[src/design/fpls_pkg.sv]
// Package for the weighted Fitch parsimony block: widths, lane count and stage types.
// Used by the channel interfaces and every module of the design.
package fpls_pkg;

  localparam int LANES       = 8;
  localparam int SCORE_BITS  = 24;
  localparam int LANE_W      = 8;
  localparam int SET_W       = 64;
  localparam int LIMIT_W     = 24;
  localparam int OUT_SCORE_W = 24;
  localparam int SUM_W       = LANE_W + $clog2(LANES + 1);
  localparam int CMP_W       = (SCORE_BITS > LIMIT_W) ? SCORE_BITS : LIMIT_W;
  localparam logic [LANE_W-1:0] LANE_MASK = 8'hFF;

  localparam logic MODE_SCORE_ONLY = 1'b1;

  typedef logic [LANE_W-1:0] lane_t;

  // Contents of the register stage after the lanes and the weight sum.
  typedef struct packed {
    logic               mode;
    logic [SET_W-1:0]   merged;
    logic [SUM_W-1:0]   added;
    logic [LIMIT_W-1:0] limit;
    logic               last;
  } stage1_t;

endpackage

[src/design/fpls_if.sv]
// Valid/ready channel interfaces for the input blocks and the result beats.
// Depends on fpls_pkg for field widths.
interface fpls_in_if;
  import fpls_pkg::*;
  logic               valid;
  logic               ready;
  logic               mode;
  logic [SET_W-1:0]   set_a;
  logic [SET_W-1:0]   set_b;
  logic [SET_W-1:0]   site_weights;
  logic [LIMIT_W-1:0] score_limit;
  logic               last_block;

  modport source (output valid, mode, set_a, set_b, site_weights, score_limit, last_block,
                  input ready);
  modport sink (input valid, mode, set_a, set_b, site_weights, score_limit, last_block,
                output ready);
endinterface

interface fpls_out_if;
  import fpls_pkg::*;
  logic                   valid;
  logic                   ready;
  logic [SET_W-1:0]       merged_set;
  logic [OUT_SCORE_W-1:0] running_score;
  logic                   limit_exceeded;
  logic                   last_result;

  modport source (output valid, merged_set, running_score, limit_exceeded, last_result,
                  input ready);
  modport sink (input valid, merged_set, running_score, limit_exceeded, last_result,
                output ready);
endinterface

[src/design/fpls_lane.sv]
// One site lane: Fitch intersection or union of two state sets and the weight it costs.
// Depends on fpls_pkg.
module fpls_lane (
  input  fpls_pkg::lane_t set_a,
  input  fpls_pkg::lane_t set_b,
  input  fpls_pkg::lane_t weight,
  output fpls_pkg::lane_t result,
  output fpls_pkg::lane_t cost
);
  import fpls_pkg::*;

  lane_t both;

  always_comb begin
    both = set_a & set_b & LANE_MASK;
    if (both == '0) begin
      result = (set_a | set_b) & LANE_MASK;
      cost   = weight;
    end else begin
      result = both;
      cost   = '0;
    end
  end

endmodule

[src/design/fpls_front.sv]
// First register stage: sums the lane costs and holds one block's lane results.
// Depends on fpls_pkg.
module fpls_front (
  input  logic                            clk,
  input  logic                            rst_n,
  input  logic                            in_valid,
  output logic                            in_ready,
  input  logic                            mode,
  input  logic [fpls_pkg::SET_W-1:0]      merged,
  input  fpls_pkg::lane_t [fpls_pkg::LANES-1:0] lane_cost,
  input  logic [fpls_pkg::LIMIT_W-1:0]    limit,
  input  logic                            last,
  output logic                            s1_valid,
  output fpls_pkg::stage1_t               s1,
  input  logic                            s1_take
);
  import fpls_pkg::*;

  logic             s1_valid_r;
  stage1_t          s1_r;
  logic [SUM_W-1:0] sum;

  always_comb begin
    sum = '0;
    for (int i = 0; i < LANES; i++) begin
      sum = sum + SUM_W'(lane_cost[i]);
    end
  end

  // The stage refills in the same cycle that its contents move on.
  assign in_ready = !s1_valid_r || s1_take;

  always_ff @(posedge clk) begin
    if (!rst_n) begin
      s1_valid_r <= 1'b0;
    end else if (in_ready) begin
      s1_valid_r <= in_valid;
    end
  end

  always_ff @(posedge clk) begin
    if (in_ready && in_valid) begin
      s1_r.mode   <= mode;
      s1_r.merged <= merged;
      s1_r.added  <= sum;
      s1_r.limit  <= limit;
      s1_r.last   <= last;
    end
  end

  assign s1_valid = s1_valid_r;
  assign s1       = s1_r;

endmodule

[src/design/fpls_score.sv]
// Merge stage: running score with saturation, sticky early-stop flag and the result register.
// Depends on fpls_pkg.
module fpls_score (
  input  logic                              clk,
  input  logic                              rst_n,
  input  logic                              s1_valid,
  input  fpls_pkg::stage1_t                 s1,
  output logic                              s1_take,
  output logic                              out_valid,
  input  logic                              out_ready,
  output logic [fpls_pkg::SET_W-1:0]        merged_set,
  output logic [fpls_pkg::OUT_SCORE_W-1:0]  running_score,
  output logic                              limit_exceeded,
  output logic                              last_result
);
  import fpls_pkg::*;

  logic [SCORE_BITS-1:0]  acc_r;
  logic [SCORE_BITS-1:0]  acc_nxt;
  logic                   stop_r;
  logic                   stop_nxt;
  logic [SCORE_BITS:0]    acc_sum;
  logic [SCORE_BITS-1:0]  acc_sat;
  logic [SCORE_BITS-1:0]  acc_new;
  logic                   stop_new;

  logic                   out_valid_r;
  logic [SET_W-1:0]       merged_r;
  logic [OUT_SCORE_W-1:0] score_r;
  logic                   flag_r;
  logic                   last_r;

  assign s1_take = s1_valid && (!out_valid_r || out_ready);

  always_comb begin
    acc_sum = {1'b0, acc_r} + (SCORE_BITS + 1)'(s1.added);
    acc_sat = acc_sum[SCORE_BITS] ? '1 : acc_sum[SCORE_BITS-1:0];
    if (stop_r) begin
      acc_new  = acc_r;
      stop_new = 1'b1;
    end else begin
      acc_new  = acc_sat;
      stop_new = (s1.mode == MODE_SCORE_ONLY) &&
                 (CMP_W'(acc_sat) > CMP_W'(s1.limit));
    end
    // The end of a comparison clears the state only after its beat is built.
    if (s1.last) begin
      acc_nxt  = '0;
      stop_nxt = 1'b0;
    end else begin
      acc_nxt  = acc_new;
      stop_nxt = stop_new;
    end
  end

  always_ff @(posedge clk) begin
    if (!rst_n) begin
      acc_r       <= '0;
      stop_r      <= 1'b0;
      out_valid_r <= 1'b0;
    end else begin
      if (s1_take) begin
        acc_r  <= acc_nxt;
        stop_r <= stop_nxt;
      end
      if (s1_take) begin
        out_valid_r <= 1'b1;
      end else if (out_ready) begin
        out_valid_r <= 1'b0;
      end
    end
  end

  always_ff @(posedge clk) begin
    if (s1_take) begin
      merged_r <= (s1.mode == MODE_SCORE_ONLY) ? '0 : s1.merged;
      score_r  <= OUT_SCORE_W'(CMP_W'(acc_new));
      flag_r   <= stop_new;
      last_r   <= s1.last;
    end
  end

  assign out_valid      = out_valid_r;
  assign merged_set     = merged_r;
  assign running_score  = score_r;
  assign limit_exceeded = flag_r;
  assign last_result    = last_r;

endmodule

[src/design/fitch_parsimony_lane_step.sv]
// Weighted Fitch parsimony step: one block of sites per beat, one result beat per block.
// An input beat passes the stage 1 register, then the result register, to the output.
// One block per cycle unless the output stalls; the score register updates once per block.
// The lanes and the weight sum fill the first register stage, the score sits in the second.
// Synchronous active-low reset clears the score, the stop flag and both valid stages.
// Depends on fpls_pkg, fpls_if, fpls_lane, fpls_front and fpls_score.
module fitch_parsimony_lane_step (
  input  logic         clk,
  input  logic         rst_n,
  fpls_in_if.sink      in_bus,
  fpls_out_if.source   out_bus
);
  import fpls_pkg::*;

  lane_t [LANES-1:0] lane_res;
  lane_t [LANES-1:0] lane_cost;
  logic [SET_W-1:0]  merged;
  logic              s1_valid;
  stage1_t           s1;
  logic              s1_take;

  for (genvar g = 0; g < LANES; g++) begin : g_lane
    fpls_lane u_lane (
      .set_a  (in_bus.set_a[g*LANE_W +: LANE_W]),
      .set_b  (in_bus.set_b[g*LANE_W +: LANE_W]),
      .weight (in_bus.site_weights[g*LANE_W +: LANE_W]),
      .result (lane_res[g]),
      .cost   (lane_cost[g])
    );
  end

  // Bytes above the last lane stay zero.
  always_comb begin
    merged = '0;
    for (int i = 0; i < LANES; i++) begin
      merged[i*LANE_W +: LANE_W] = lane_res[i];
    end
  end

  fpls_front u_front (
    .clk       (clk),
    .rst_n     (rst_n),
    .in_valid  (in_bus.valid),
    .in_ready  (in_bus.ready),
    .mode      (in_bus.mode),
    .merged    (merged),
    .lane_cost (lane_cost),
    .limit     (in_bus.score_limit),
    .last      (in_bus.last_block),
    .s1_valid  (s1_valid),
    .s1        (s1),
    .s1_take   (s1_take)
  );

  fpls_score u_score (
    .clk            (clk),
    .rst_n          (rst_n),
    .s1_valid       (s1_valid),
    .s1             (s1),
    .s1_take        (s1_take),
    .out_valid      (out_bus.valid),
    .out_ready      (out_bus.ready),
    .merged_set     (out_bus.merged_set),
    .running_score  (out_bus.running_score),
    .limit_exceeded (out_bus.limit_exceeded),
    .last_result    (out_bus.last_result)
  );

endmodule

[src/flat_wrapper.sv]
// flat-port wrapper written by rule: the top's interface ports become plain ports
module fitch_parsimony_lane_step_flat import fpls_pkg::*;
  (clk, rst_n, in_bus_valid, in_bus_mode, in_bus_set_a, in_bus_set_b, in_bus_site_weights, in_bus_score_limit, in_bus_last_block, in_bus_ready, out_bus_valid, out_bus_merged_set, out_bus_running_score, out_bus_limit_exceeded, out_bus_last_result, out_bus_ready);
  fpls_in_if in_bus_i ();
  fpls_out_if out_bus_i ();
  input  logic clk;
  input  logic rst_n;
  input wire logic [$bits(in_bus_i.valid)-1:0] in_bus_valid;
  input wire logic [$bits(in_bus_i.mode)-1:0] in_bus_mode;
  input wire logic [$bits(in_bus_i.set_a)-1:0] in_bus_set_a;
  input wire logic [$bits(in_bus_i.set_b)-1:0] in_bus_set_b;
  input wire logic [$bits(in_bus_i.site_weights)-1:0] in_bus_site_weights;
  input wire logic [$bits(in_bus_i.score_limit)-1:0] in_bus_score_limit;
  input wire logic [$bits(in_bus_i.last_block)-1:0] in_bus_last_block;
  output wire logic [$bits(in_bus_i.ready)-1:0] in_bus_ready;
  output wire logic [$bits(out_bus_i.valid)-1:0] out_bus_valid;
  output wire logic [$bits(out_bus_i.merged_set)-1:0] out_bus_merged_set;
  output wire logic [$bits(out_bus_i.running_score)-1:0] out_bus_running_score;
  output wire logic [$bits(out_bus_i.limit_exceeded)-1:0] out_bus_limit_exceeded;
  output wire logic [$bits(out_bus_i.last_result)-1:0] out_bus_last_result;
  input wire logic [$bits(out_bus_i.ready)-1:0] out_bus_ready;
  assign in_bus_i.valid = in_bus_valid;
  assign in_bus_i.mode = in_bus_mode;
  assign in_bus_i.set_a = in_bus_set_a;
  assign in_bus_i.set_b = in_bus_set_b;
  assign in_bus_i.site_weights = in_bus_site_weights;
  assign in_bus_i.score_limit = in_bus_score_limit;
  assign in_bus_i.last_block = in_bus_last_block;
  assign in_bus_ready = in_bus_i.ready;
  assign out_bus_valid = out_bus_i.valid;
  assign out_bus_merged_set = out_bus_i.merged_set;
  assign out_bus_running_score = out_bus_i.running_score;
  assign out_bus_limit_exceeded = out_bus_i.limit_exceeded;
  assign out_bus_last_result = out_bus_i.last_result;
  assign out_bus_i.ready = out_bus_ready;
  fitch_parsimony_lane_step u_core (.clk(clk), .rst_n(rst_n), .in_bus(in_bus_i), .out_bus(out_bus_i));
endmodule
[config.mk]
export PLATFORM = sky130hd
export DESIGN_NAME = fitch_parsimony_lane_step_flat
export DESIGN_NICKNAME = d
export VERILOG_FILES = /design/src/design/fpls_pkg.sv /design/src/design/fpls_if.sv /design/src/design/fpls_lane.sv /design/src/design/fpls_front.sv /design/src/design/fpls_score.sv /design/src/design/fitch_parsimony_lane_step.sv /design/src/flat_wrapper.sv
export SDC_FILE = /design/constraint.sdc
export NUM_CORES = 1
export LEC_CHECK = 0
export ABC_AREA = 1
export BUFFER_PORTS_ARGS = -buffer_cell sky130_fd_sc_hd__buf_2
export CAP_MARGIN = 20
export CORE_ASPECT_RATIO = 2
export CORE_MARGIN = 3
export CORE_UTILIZATION = 58
export DETAILED_ROUTE_END_ITERATION = 10
export GPL_TIMING_DRIVEN = 0
export PLACE_DENSITY = 0.89
export SETUP_SLACK_MARGIN = 0.3
export SLEW_MARGIN = 20
export SYNTH_ARGS = -nofsm -noshare
export SYNTH_HDL_FRONTEND = slang
export SYNTH_SLANG_ARGS = --single-unit
[constraint.sdc]
create_clock -name clk -period 19.2 [get_ports clk]
set_clock_uncertainty 0.2 [all_clocks]
set_input_delay 5.76 -clock clk [delete_from_list [all_inputs] [get_ports clk]]
set_output_delay 5.76 -clock clk [all_outputs]
set_load 0.02 [all_outputs]
==> impl_metrics.ini <==
[yosys]
synth_top_family_by_area = simple AND/OR/NAND/NOR gates
yosysUniqueCellTypes = 35
synth_area_um2 = 12300
synthMuxAreaShare_pct = 0
synth-xor-area-share_pct = 0.923
syn_nets = 1682
synth_cells = 1366
yosysTopAreaCell = edfxtp_1
synth_compound_area_share_pct = 5.94
syn_area_per_cell_um2 = 9.03
synth_warnings = 0
synthTopCellsByArea = edfxtp_1 46%, nand2_1 9.6%, fa_1 7.8%
yosysTopAreaCellShare_pct = 46.5
yosys_register_bits = 218
synth-adder-area-share_pct = 12.5
synthSimpleGateAreaFrac_pct = 21.5
synth-seq-area-share_pct = 50.9

[timing]
post-route-period-util_pct = 63.6
fmax_mhz = 81.8
relSlewSlack_pct = 49.9
slew_viol_final = 0
setup_tns_ns = 0
setup_violations = 0
timing.hold.ws_ns = 0.271
timing.final.crit_period_ns = 12.22
worstMarginPinSlew_ns = 0.749
hold_viol = 0
rsz0062_at_grt = no

[floorplan]
row_count = 74
die_y_um = 212
core_um2 = 20600
die_w_um = 109
ios = 314
initial_core_util_pct = 59.8
die_area_um2 = 23200

[clocking]
htreeDepth = 1
clk_latency_ns = 0.50
cts_tree = built
cts.path.max_buffers = 3
cts_buffers = 20
cts.sinks = 218
cts_resized = 0
cts-root-buf = clkbuf_16
path_clk_slew_ns = 0.07
cts_setup_buffers = 0
cts_hold_buf = 0

[power_and_ir_drop]
peakVddDrop_mv = 0.0883
power.density_nw_per_um2 = 79.7
leakagePower_nw = 7.24

[place]
place.gp.congestion = 0.996
dp_hpwl_um = 29100
dpl.cell_count = 1947
port_buffers = 313

[finish]
fill_cells = 1517
final_layout_size_suffix_gt1_share_pct = 22.1
area_growth_pct = 21.7
seq_area_um2 = 6280
final_common_cell = buf_2
fin_nets = 2019
final_cell_mix = 316 x buf_2, 315 x nand2_1, 235 x inv_1, 196 x nor2_1, 191 x edfxtp_1
fin_cells = 1987
multi_input_area_um2 = 5030

[global_routing]
grt_pass1_wl_um = 54800
grt_pass1_vias = 11200
grt_max_degree = 83
grt_overflow_total = 0
antenna_found_initial = 5
grt_use_total_pct = 31.7

[setup_path]
r2r_setup_slack_ns = 14.93
slowest_stage = buf_2
crit_top_cell = buf_2
timing.rr.start = u_core.u_front.s1[25]$_DFFE_PP_
cp_cell_sequence = buf_2 -> inv_1 -> nand3_1 -> buf_2
r2r-end = u_core.u_score.limit_exceeded$_DFFE_PP_
cp-end-kind = output pin
required_ns = 13.24
arrival_ns = 6.26
worstRegToRegCells = 20
cp-startpoint = out_bus_ready
critPathKind = input pin to output pin
critPathLaunchType = input pin
cpPeakStageDelay_ns = 0.21
path_max_fanout = 3

[drt]
viasPerCell = 5.38
wire_per_inst_um = 18.0
drtIter0Drc = 645
drcViolationCount = 0
drt_first_pass_iters = 8
ant_nets = 0
vias = 10700
routed_wl_um = 35800

[hold_path]
hold_class = flop to flop
hold_depth = 0
worstHoldEndpoint = u_core.u_score.last_result$_DFFE_PP_
min_from = u_core.u_front.s1[0]$_DFFE_PP_

[run_status]
status = completed

[run]
cap_violations = 0
==> critical path: cells and delay by family <==
family / cells / cell delay [ns]
buffers and inverters: 3 / 0.36
and+or+nand+nor: 1 / 0.13
==> registers in the layout, indices dropped and copies added, names as in the netlist <==
name,count
u_core.u_score.running_score,24
u_core.u_score.limit_exceeded,1
u_core.u_score.last_result,1
u_core.u_score.merged_set,64
u_core.u_score.out_valid,1
u_core.u_score.acc_r,24
u_core.u_front.s1_valid,1
u_core.u_score.stop_r,1
u_core.u_front.s1,101
==> routing by layer <==
layer	routed length [µm]	track usage (%)
met4	3390	26.1
met5	16	0
met1	10600	28.2
met3	1990	4.22
met2	19800	60.0
==> where the power goes <==
part	leakage [nW]	total [W]	switching [W]	internal (W)
sequential	2.09	0.000565	0.0000105	0.000554
combinational	4.82	0.000205	0.000131	0.0000740
clock	0.336	0.000427	0.000178	0.000249
==> cell families (layout without fill, tap and decap cells) <==
kind of cell | Yosys count | after routing
AND/OR/NAND/NOR | 634 | 634
flip-flops | 218 | 218
XOR/XNOR | 13 | 13
buffers and inverters | 269 | 620
other | 0 | 4
adder cells (fa/ha/maj) | 94 | 94
AO/OA/AOI/OAI | 138 | 138
==> cell type report <==
type | count | share of cell area [%]
tap | 266 | 2.22
buffer | 29 | 0.850
timing repair buffer | 315 | 10.8
clock inverter | 12 | 0.983
antenna | 4 | 0.0667
inverter | 240 | 6.05
clock buffer | 24 | 3.71
sequential | 218 | 41.8
multi-input combinational | 879 | 33.5
==> worst max path at each step <==
stage / endpoint / slack [ns] / cells past startpoint
2_1_floorplan: in_bus_ready / 7.23 / 2
3_3_place_gp: in_bus_ready / 7.05 / 4
3_5_place_dp: in_bus_ready / 7.01 / 4
4_1_cts: in_bus_ready / 6.99 / 4
5_1_grt: in_bus_ready / 6.95 / 4
6_report: in_bus_ready / 6.98 / 4
==> metrics by stage <==
stage	instance area, µm²	utilization [%]	setup slack (ns)	total power (W)
after floorplan	12300	-	7.23	0.000697
after global placement	14200	69.0	7.05	0.000768
after detailed placement	14300	69.3	7.01	0.000778
after CTS	15000	72.7	6.99	0.00120
after global routing	15000	72.7	6.95	0.00125
final	15000	72.7	6.98	0.00120
==> synth_stat cells, drive strengths merged <==
| master | n |
|---|---|
| nand2 | 319 |
| inv | 239 |
| nor2 | 199 |
| edfxtp | 191 |
| a21oi | 74 |
| nand3 | 68 |
| o21ai | 52 |
| fa | 48 |
| ha | 46 |
| dfxtp | 27 |
| clkbuf | 23 |
| nand4 | 23 |
| and2 | 14 |
| xor2 | 10 |
| buf | 6 |
| nor3 | 6 |
| a31oi | 5 |
| or2 | 4 |
| o21a | 3 |
| xnor2 | 3 |
| a21boi | 2 |
| o21bai | 2 |
| clkinv | 1 |
| nand3b | 1 |
No activity file was read; power rests on OpenSTA's default activity.
